## config.mk

```make
export PLATFORM = sky130hd
export DESIGN_NAME = bpfa_ctrl
export DESIGN_NICKNAME = d
export VERILOG_FILES = /design/src/rtl/core/bpfa_pkg.sv /design/src/rtl/core/bpfa_ctrl.sv
export SDC_FILE = /design/constraint.sdc
export NUM_CORES = 1
export LEC_CHECK = 0
export BUFFER_PORTS_ARGS = -buffer_cell sky130_fd_sc_hd__clkbuf_2
export CORE_AREA = 5 5 42 44
export CTS_CLUSTER_SIZE = 28
export DETAILED_ROUTE_END_ITERATION = 8
export DIE_AREA = 0 0 47 49
export PLACE_DENSITY = 0.52
export SLEW_MARGIN = 5
export SYNTH_ARGS = -nofsm -noshare
export SYNTH_HDL_FRONTEND = slang
export SYNTH_SLANG_ARGS = --single-unit
```

## constraint.sdc

```tcl
create_clock -name clock -period 1.5 [get_ports clock]
set_input_delay 0.075 -clock clock [delete_from_list [all_inputs] [get_ports clock]]
set_output_delay 0.075 -clock clock [all_outputs]
set_load 0.005 [all_outputs]
```

## src/rtl/core/bpfa_pkg.sv

```systemverilog
// Shared widths, codes and controller/datapath handshake types for the page allocator.
package bpfa_pkg;

   // field widths of the request, result and register
   localparam int CMD_W      = 1;
   localparam int START_W    = 12;
   localparam int COUNT_W    = 13;
   localparam int INDEX_W    = 12;
   localparam int MANAGED_W  = 13;

   // default bitmap size and register reset
   localparam int          MAX_PAGES_DEF = 4096;
   localparam int unsigned MANAGED_RESET = 4096;

   // bitmap storage word: pages held in one RAM entry
   localparam int WORD_BITS  = 8;
   localparam int WORD_SEL_W = $clog2(WORD_BITS);

   // command codes
   localparam logic [CMD_W-1:0] CMD_ALLOC = 1'b0;
   localparam logic [CMD_W-1:0] CMD_FREE  = 1'b1;

   // controller to datapath
   typedef struct packed {
      logic load;        // latch an accepted request
      logic init_step;   // write one all-used word of the clearing pass
      logic scan_prime;  // read the first word of the search
      logic scan_step;   // evaluate one word, fetch the next
      logic mark_rd;     // fetch a word of the run being marked
      logic mark_wr;     // write that word back with the run bits changed
      logic load_rsp;    // move the result into the output register
   } bpfa_cmd_type;

   // datapath to controller
   typedef struct packed {
      logic init_last;   // clearing pass is at its final word
      logic skip;        // request needs no bitmap access
      logic is_free;     // latched request frees a run
      logic hit;         // the word under evaluation completes a run
      logic scan_last;   // the word under evaluation is the last one searched
      logic mark_last;   // the word being marked is the last of the run
   } bpfa_sts_type;

endpackage

```

## src/rtl/core/bpfa_ctrl.sv

```systemverilog
// Sequencer for the clearing pass, first-fit search and run marking.
module bpfa_ctrl import bpfa_pkg::*; (
   input  logic         clock,
   input  logic         reset,
   input  logic         req_valid,
   output logic         req_ready,
   output logic         rsp_valid,
   input  logic         rsp_ready,
   output bpfa_cmd_type cmd,
   input  bpfa_sts_type sts
);

   typedef enum logic [2:0] {
      ST_INIT,
      ST_IDLE,
      ST_START,
      ST_SCAN,
      ST_MARK_RD,
      ST_MARK_WR,
      ST_DONE
   } state_type;

   state_type state_ff, state_in;
   logic      rsp_valid_ff, rsp_valid_in;
   logic      rsp_free;

   assign rsp_free  = !rsp_valid_ff || rsp_ready;
   assign req_ready = (state_ff == ST_IDLE);
   assign rsp_valid = rsp_valid_ff;

   // next state and commands
   always_comb begin
      state_in = state_ff;
      cmd      = '0;
      case (state_ff)
         ST_INIT: begin
            cmd.init_step = 1'b1;
            if (sts.init_last) begin
               state_in = ST_IDLE;
            end
         end
         ST_IDLE: begin
            if (req_valid) begin
               cmd.load = 1'b1;
               state_in = ST_START;
            end
         end
         ST_START: begin
            if (sts.skip) begin
               state_in = ST_DONE;
            end else if (sts.is_free) begin
               state_in = ST_MARK_RD;
            end else begin
               cmd.scan_prime = 1'b1;
               state_in       = ST_SCAN;
            end
         end
         ST_SCAN: begin
            cmd.scan_step = 1'b1;
            if (sts.hit) begin
               state_in = ST_MARK_RD;
            end else if (sts.scan_last) begin
               state_in = ST_DONE;
            end
         end
         ST_MARK_RD: begin
            cmd.mark_rd = 1'b1;
            state_in    = ST_MARK_WR;
         end
         ST_MARK_WR: begin
            cmd.mark_wr = 1'b1;
            state_in    = sts.mark_last ? ST_DONE : ST_MARK_RD;
         end
         ST_DONE: begin
            if (rsp_free) begin
               cmd.load_rsp = 1'b1;
               state_in     = ST_IDLE;
            end
         end
         default: begin
            state_in = ST_IDLE;
         end
      endcase
   end

   // result beat valid: set on load, cleared when taken
   always_comb begin
      if (cmd.load_rsp) begin
         rsp_valid_in = 1'b1;
      end else if (rsp_ready) begin
         rsp_valid_in = 1'b0;
      end else begin
         rsp_valid_in = rsp_valid_ff;
      end
   end

   always_ff @(posedge clock) begin
      if (reset) begin
         state_ff     <= ST_INIT;
         rsp_valid_ff <= 1'b0;
      end else begin
         state_ff     <= state_in;
         rsp_valid_ff <= rsp_valid_in;
      end
   end

`ifndef ASSERT_OFF
   // a run is only found while searching
   assert property (@(posedge clock) disable iff (reset)
      sts.hit |-> (state_ff == ST_SCAN))
      else $error("run found outside the search");

   // a result beat only appears from the finishing state
   assert property (@(posedge clock) disable iff (reset)
      $rose(rsp_valid_ff) |-> ($past(state_ff) == ST_DONE))
      else $error("result beat raised outside the finishing state");

   // every bitmap write-back follows the read of that word
   assert property (@(posedge clock) disable iff (reset)
      (state_ff == ST_MARK_WR) |-> ($past(state_ff) == ST_MARK_RD))
      else $error("bitmap write-back without a preceding read");

   // the output register is never overwritten while a beat waits
   assert property (@(posedge clock) disable iff (reset)
      cmd.load_rsp |-> (!rsp_valid_ff || rsp_ready))
      else $error("result register overwritten before it was taken");
`endif

endmodule

```

---- Word-level counts from Yosys, hierarchy flattened ----
Cells that the tools add are included.
storage, ports and cells
  bits in registers ....................... 4
  logic and storage cells ................. 39
cells by class
  reduce and logical (&&, ||, !) cells .... 5
  equality and inequality tests ........... 10
  mux-type cells .......................... 22
operator list
  operator                                                               number
  3-bit two-way mux                                                      7
  3-bit case mux with 7 select lines                                     1
  1-bit two-way mux                                                      13
  3-bit equality test, second input constant                             3
  3-bit by 2-bit equality test with 1-bit output, second input constant  2
  2-bit != test, second input constant                                   3
  4-bit AND reduction                                                    1
  3-bit by 1-bit equality test with 1-bit output, second input constant  1
  3-bit logical NOT                                                      1
  3-bit != test, second input constant                                   1
  2-bit two-way mux                                                      1
  2-bit nonzero test                                                     1
  1-bit logical NOT                                                      1
  1-bit logical OR                                                       1

---- Logic depth before layout (Yosys ltp) ----
Gate-level depths: netlist of the first run.
  depth after elaboration ................. 5
  mapped depth ............................ 5
  depth with buffers taken out ............ 4

---- Least setup slack after synthesis of the first run ----
OpenSTA, ideal clock, no wires.
  path kind ............................... reg2reg
  start point ............................. register state_ff[0]
  end point ............................... register state_ff[1]
  buffers on the path ..................... 0
  clock period less this slack ............ 1211 ps
  data arrival time ....................... 1120 ps
  library setup time ...................... 91 ps
  path slack .............................. 289 ps
  stages on the path, launching flop included .. 5
  path through ............................ dfxtp_1 -> or3b_4 -> a21oi_2 -> a21oi_1 -> a311oi_1
between the ends
  word-level cells in the longest chain between the ends .. 3
ends and longest elaborated chain
  item                                                                          line              text
  start, declared                                                               bpfa_ctrl.sv:23   state_type state_ff, state_in;
  start signal, assigned                                                        bpfa_ctrl.sv:102  state_ff <= state_in;
  3-bit by 2-bit equality test with 1-bit output, or another cell as far along  bpfa_ctrl.sv:35   case (state_ff)
  3-bit != test (no source line) / 2-bit != test (equally long branches)        --
  4-bit AND reduction (no source line)                                          --
Parallel ways exist; a longest one is shown, timed or not.
A chain may end at the register's enable or synchronous reset.

---- Final worst setup path of the first run ----
  start point ............................. register state_ff[1]
  end point ............................... register state_ff[1]
The elaborated chain is that of the path after synthesis.

==> summary.md, run 1 <==
| Metric | Value |
|---|---|
| Status | `finished clean` |
| Initial Util | `22.86%` |
| Post-synthesis xor/xnor area fraction | `0%` |
| Area delta synth->final | `40.63%` |
| Largest family of logic cells by synthesized area | `simple AND/OR/NAND/NOR gates` |
| Min-delay worst type | `primary input to register` |
| Synth Area in Simple Gates | `between 30% and 40%` |
| Core ar. | `0.001401 mm2` |
| Post-synthesis mux area share | `0%` |
| Max clock buf depth | `2` |
| Vias | `379` |
| Max-Cap Viols | `0` |
| DP Wirelength | `711.5 um` |
| Num rows | `14` |
| Synthesized instance count | `45` |
| Highest Clock Rate | `0.7236 GHz` |
| Die X | `between 40 and 50 um` |
| Placed Instances | `77` |
| Gate power share | `between 50% and 60%` |
| Seq pwr share | `30.4%` |
| CTS tree | `done` |
| Die area | `0.002303 mm2` |
| First-pass GRT wire length | `1483 um` |
| Number of flops mapped to enable cells by yosys | `0` |
| Slew margin rel. | `66.67%` |
| Antenna diode count | `0` |
| CP max FO | `8` |
| Clk slew on worst S/H paths | `40 ps` |
| Pwr dens | `1599 mW/mm2` |
| Skew final | `roughly 3.1 ps` |
| Met1 WL | `slightly below 400 um` |
| Period minus WS final | `1382 ps` |
| Most frequent cells in the layout | `clkbuf_2, nor2_1, a21oi_1` |
| GRT Total Usage | `9.085%` |
| H-tree level count | `1` |
| Critical Path Sink Type | `register` |
| DR WL/cell | `11.14 um` |
| Top layer in use | `met4` |
| DRC | `0` |
| Switching Fraction | `between 40% and 50%` |
| Reg2reg start | `state_ff[1]` |
| Port bufs | `18` |
| Crit-path max cell delay | `roughly 340 ps` |
| Register bit total from synthesis | `4` |
| Initial antenna violation count | `0` |
| Clock latency on the worst-skew pair | `240 ps` |
| Setup crit end | `state_ff[1]` |
| TritonCTS Sinks | `4` |
| Yosys warns | `0` |
| Crit path from | `state_ff[1]` |
| RSZ-0062 raised after global routing | `no` |
| FF-to-FF path depth | `5` |
| Crit share post-route | `92.13%` |
| Final ANT Viol Nets | `0` |
| Total negative slack | `0 ps` |
| Mapped Avg Cell Area | `7.118 um2` |
| GPL Wtd Cong | `0.7336` |
| Switching Power | `between 0.0002 and 0.0003 W` |
| DR pass1 iterations | `2` |
| Adder-Cell Fraction of Synth Area | `0%` |
| Critical path arrival | `1520 ps` |
| CP max-delay cell | `dfxtp_2` |
| Reg2Reg Setup Slack | `120 ps` |
| Post-synth ARST share | `0%` |
| Leakage power | `about 0.22 nW` |
| Complex-gate fraction of the synthesized area | `26.17%` |
| Crit Path Class | `register to register` |
| Total CTS buffers | `3` |
| CP required | `1640 ps` |
| Wire length on met2 | `398 um` |
| Cell Int Power | `0.0004219 W` |
| Syn nets | `55` |
| Startpoint Class | `register` |
| CTS root buf | `clkbuf_4` |
| Synth unique cells | `24` |
| Max-slew violation count | `0` |
| Seq/Total Area, Yosys | `25.00%` |
| Fraction of layout cells with a size suffix above 1 | `43.75%` |
| Final Hold Vio Count | `0` |
| Worst slew pin tran | `487.4 ps` |
| Setup violators final | `0` |
| Terminus of the critical flop-to-flop path | `state_ff[1]` |
| Routed vias/inst | `4.738` |
| Worst Setup Slack, final | `118.0 ps` |
| IO Pins | `19` |
| Die Y | `49 um` |
| Drt initial violations | `8` |
| Hold-fix buffer count after cts | `0` |
| Ys flop type | `dfxtp_1` |
| Met3 wire len | `73 um` |
| Cell Count, Final, Fillers Out | `80` |
| GRT overflow | `0` |
| Worst slack at placement | `91.11 ps` |
| Largest net degree at the start of global routing | `14` |
| Post-Synthesis Cell Area | `320.3 um2` |
| Clock power frac | `18.9%` |
| Maximum vdd drop | `~0.48 mV` |
| Commonest non-fill, non-tap cell in the layout | `clkbuf_2` |
| Total Wirelength | `about 900 um` |
| Nets | `76` |
| Crit-path cells | `buf_4 -> and4b_1 -> o21ai_0 -> a21oi_1 -> a311oi_1` |
| WHS | `53.14 ps` |
| Vias in the first global route | `356` |
## stage by stage
step	utilization [%]	cell area (um2)	power, W
after floorplan	-	320.3	0.0004490
after global placement	30.00	420.4	0.0005779
after detailed placement	30.00	420.4	0.0005786
after CTS	31.61	442.9	0.0007237
after global routing	32.14	450.4	0.0007900
final	32.14	450.4	0.0007201
## state kept, by name, indices dropped and copies added (netlist names)
name,count
state_ff,3
rsp_valid,1
## cell type report
cell class / count / area, um2
inverter: 3 / 11.26
tap: 16 / 20.02
multi-input combinational: 35 / 216.5
clock buffer: 3 / 22.52
sequential: 4 / 82.58
timing repair buffer: 19 / 97.59
fill: 168 / 950.9
## per-layer routing
layer,track usage [%],vias to the layer above
li1,-,199
met5,0,-
met1,10.99,164
met3,2.952,4
met2,11.99,12
met4,8.295,0
## cell usage after synthesis (2+ instances only)
library cell | n | area share (%)
nor2b_1 | 2 | 3.9
dfxtp_1 | 4 | 25
inv_1 | 3 | 3.5
buf_2 | 2 | 3.1
nor3_1 | 4 | 6.3
a21oi_1 | 4 | 6.3
nor2_1 | 4 | 4.7
nand2_1 | 2 | 2.3
nand3_1 | 2 | 3.1
nand2b_1 | 2 | 3.9
o21ai_0 | 3 | 4.7
## kinds of logic (layout without fill, tap and decap cells)
kind of cell	Yosys count	in the layout
buf+inv	6	25
compound gates	13	13
flops	4	4
simple gates	22	22
## power groups by stage
stage                     sequential [W]  combinational, W  clock, W
after floorplan                 0.000172          0.000277         0
after global placement          0.000214          0.000364         0
after detailed placement        0.000214          0.000364         0
after CTS                       0.000213          0.000367  0.000144
after global routing            0.000229          0.000413  0.000148
final                           0.000219          0.000365  0.000136
## worst min path at each step
stage | from | endpoint | slack [ps] | depth (start not counted)
after floorplan | reset | rsp_valid | 140 | 1
after global placement | reset | state_ff[1] | 300 | 2
after detailed placement | reset | rsp_valid | 290 | 2
after CTS | reset | rsp_valid | 50 | 2
after global routing | reset | state_ff[1] | 60 | 2
final | reset | state_ff[1] | 50 | 2
## what timing repair did
item / 4_1_cts / 5_1_grt
resized for setup: 0 / 3
setup endpoints to repair: 0 / 2
endpoints found under the hold margin: 0 / 0
setup buffers: 0 / 0
## critical path, delay by kind of cell, from the launching register on
family / cells / cell delay (ps)
compound gates: 3 / 600
flops: 1 / 340
simple gates: 1 / 180
buf+inv: 1 / 160
(Power assumes the default switching activity.)
==> run 2: changes to the inputs <==
Settings changed: ABC_AREA set to 1, PLACE_DENSITY 0.52 to 0.56.
==> run 2 against run 1 <==
Compared with the run above:
- clock skew about the same
- sequential power up 11%
- register-to-register slack better by 110 ps
- highest routed layer is now met3
- power up 21%
- core utilization up 1.9 points
- largest power group unchanged
- worst setup slack better by 95 ps
- die area unchanged
- critical path depth down 2
==> summary.md, run 2 <==
| Metric | Value |
|---|---|
| Post-Synthesis Cell Area | `362.8 um2 (+13%)` |
| Vias | `424 (+12%)` |
| Max clock buf depth | `2 (unchanged)` |
| CTS tree | `done` |
| DR pass1 iterations | `4 (+2)` |
| Total negative slack | `0 ps (unchanged)` |
| Antenna diode count | `0 (unchanged)` |
| GR Util met3 | `4.428% (+1.5 points)` |
| Core ar. | `0.001401 mm2 (unchanged)` |
| Number of flops mapped to enable cells by yosys | `0 (unchanged)` |
| Commonest non-fill, non-tap cell in the layout | `clkbuf_2` |
| DRC | `0 (unchanged)` |
| Startpoint Class | `register` |
| Status | `finished clean` |
| Max-Cap Viols | `0 (unchanged)` |
| Worst slew pin tran | `365.0 ps (-122.3 ps)` |
| Ys flop type | `dfxtp_1` |
| CP max FO | `10 (+2)` |
| Post-CTS setup repair buffer count | `0 (unchanged)` |
| FF-to-FF path depth | `7 (+2)` |
| Synthesized instance count | `66 (+47%)` |
| Critical Path Sink Type | `output port` |
| Total CTS buffers | `3 (unchanged)` |
| Largest net degree at the start of global routing | `11 (-3)` |
| Min-delay worst type | `primary input to register` |
| H-tree level count | `1 (unchanged)` |
| Commonest cells in the netlist | `nor2_1, nand2_1, inv_1` |
| IO Pins | `19 (unchanged)` |
| Final ANT Viol Nets | `0 (unchanged)` |
| Syn nets | `76 (+38%)` |
| Post-DP Area | `454.2 um2 (+8.0%)` |
| Leakage power | `0.2809 nW (+28%)` |
| Period minus WS final | `1287 ps (-94.93 ps)` |
| Die X | `47 um (unchanged)` |
| Num rows | `14 (unchanged)` |
| GR Layer Usage met2 | `10.41% (-1.6 points)` |
| Synth unique cells | `13 (-46%)` |
| Seq/Total Area, Yosys | `22.07% (-2.9 points)` |
| Max-slew violation count | `0 (unchanged)` |
| Mapped Avg Cell Area | `5.498 um2 (-23%)` |
| Initial Util | `25.89% (+3.0 points)` |
| GPL Wtd Cong | `0.7660 (+4.4%)` |
| Register bit total from synthesis | `4 (unchanged)` |
| Drt initial violations | `4 (-4)` |
| Initial antenna violation count | `0 (unchanged)` |
| Area leader, netlist | `dfxtp_1` |
| Vias in the first global route | `353 (-0.84%)` |
| Max reg flops | `3 (unchanged)` |
| Routed vias/inst | `4.198 (-11%)` |
| Cell Count, Final, Fillers Out | `101 (+26%)` |
| GRT Total Usage | `8.592% (-0.49 points)` |
| Met1 Track Usage GR | `12.09% (+1.1 points)` |
| CTS root buf | `clkbuf_4` |
| Critical path arrival | `1210 ps (-310 ps)` |
| Hold path cells | `2 (unchanged)` |
| DP Wirelength | `724.3 um (+1.8%)` |
| Hold-fix buffer count after cts | `0 (unchanged)` |
| First-pass GRT wire length | `1435 um (-3.2%)` |
| Die area | `0.002303 mm2 (unchanged)` |
| Maximum vdd drop | `0.8084 mV (+68%)` |
| RSZ-0062 raised after global routing | `no` |
| Port bufs | `18 (unchanged)` |
| Post-synth top area share | `22.07% (-2.9 points)` |
| Skew final | `3.132 ps (+0.01460 ps)` |
| Post-synth ARST share | `0% (unchanged)` |
| Crit Path Class | `register to output port` |
| Yosys warns | `0 (unchanged)` |
| Highest Clock Rate | `0.7770 GHz (+7.4%)` |
| Placed Instances | `98 (+27%)` |
| Nets | `97 (+28%)` |
| Fin area | `476.7 um2 (+5.8%)` |
| Clk slew on worst S/H paths | `40 ps (about the same)` |
| Final Hold Vio Count | `0 (unchanged)` |
| Die Y | `49 um (unchanged)` |
| CP required | `1420 ps (-220 ps)` |
| DR WL/cell | `8.485 um (-24%)` |
| Crit share post-route | `85.80% (-6.3 points)` |
| Most frequent cells in the layout | `clkbuf_2, nor2_1, nand2_1, inv_1, a21oi_1` |
| Area delta synth->final | `31.38%` |
| Leading post-synthesis cells by cell area | `dfxtp_1, nor2_1, nand2_1, inv_1, a21oi_1` |
| Total Wirelength | `857 um (-3.8%)` |
| Pwr dens | `1825 mW/mm2 (+14%)` |
| TritonCTS Sinks | `4 (unchanged)` |
| Fraction of layout cells with a size suffix above 1 | `35.29% (-8.5 points)` |
| Setup violators final | `0 (unchanged)` |
| Largest Register | `state_ff` |
| Most frequent cell after synthesis | `nor2_1` |
| GRT overflow | `0 (unchanged)` |
| Post_cts resized | `0 (unchanged)` |
| Clock latency on the worst-skew pair | `230 ps (about the same)` |
| Slew margin rel. | `75.63% (+9.0 points)` |
| Most Crowded Layer GR | `met1` |
## run 2: cell count changes in the layout (fill, tap and decap cells not counted), moves of 3 or more
| cell | before | now |
|---|---|---|
| nand2_2 | 0 | 3 |
| inv_1 | 3 | 10 |
| nand2_1 | 2 | 13 |
| nor2_2 | 0 | 4 |
| o21ai_0 | 3 | 0 |
| nor2_1 | 4 | 17 |
## run 2: cell families after synthesis
| group | after synthesis | share of synthesized area, % |
|---|---|---|
| AO/OA/AOI/OAI | 5 | 6.895 |
| buffers and inverters | 13 | 16.55 |
| flip-flops | 4 | 22.07 |
| AND/OR/NAND/NOR | 44 | 54.48 |
## run 2: final timing paths
| check | start | endpoint | slack (ps) |
|---|---|---|---|
| worst min-delay path | reset | rsp_valid | 20 |
| worst max register to register | state_ff[2] | state_ff[2] | 230 |
| worst min register to register | state_ff[1] | state_ff[1] | 570 |
| worst max-delay path | state_ff[2] | cmd[0] | 210 |
## run 2: metal layers
layer / vias up / share of wire, %
met2: 13 / 42
li1: 242 / -
met3: 0 / 9.9
met1: 169 / 48
met4: 0 / 0
met5: - / 0
## run 2: layout make-up
cell class / instances / area [um2]
fill: 170 / 924.6
multi-input combinational: 49 / 222.7
timing repair buffer: 18 / 90.09
sequential: 4 / 80.08
inverter: 11 / 41.29
clock buffer: 3 / 22.52
tap: 16 / 20.02
## run 2: critical path: stages (launching register included)
cell and delay, ps:
dfxtp_1 530, nand2_2 130, nor3_1 180, clkbuf_2 140
## run 2: metrics by stage
step            power, W  setup slack, ps  utilization (%)  hold WS [ps]
2_1_floorplan  0.0006159            422.5                -         147.4
3_3_place_gp   0.0007428            219.0            32.41         254.4
3_5_place_dp   0.0007417            172.5            32.41         253.0
4_1_cts        0.0008806            161.9            34.02         7.577
5_1_grt        0.0009921            42.40            34.02         20.40
6_report       0.0008700            213.0            34.02         16.66
## run 2: power by group
group	switching, W	internal, W
Combinational	0.000298	0.000197
Sequential	0.0000937	0.000150
Clock	0.0000419	0.0000894
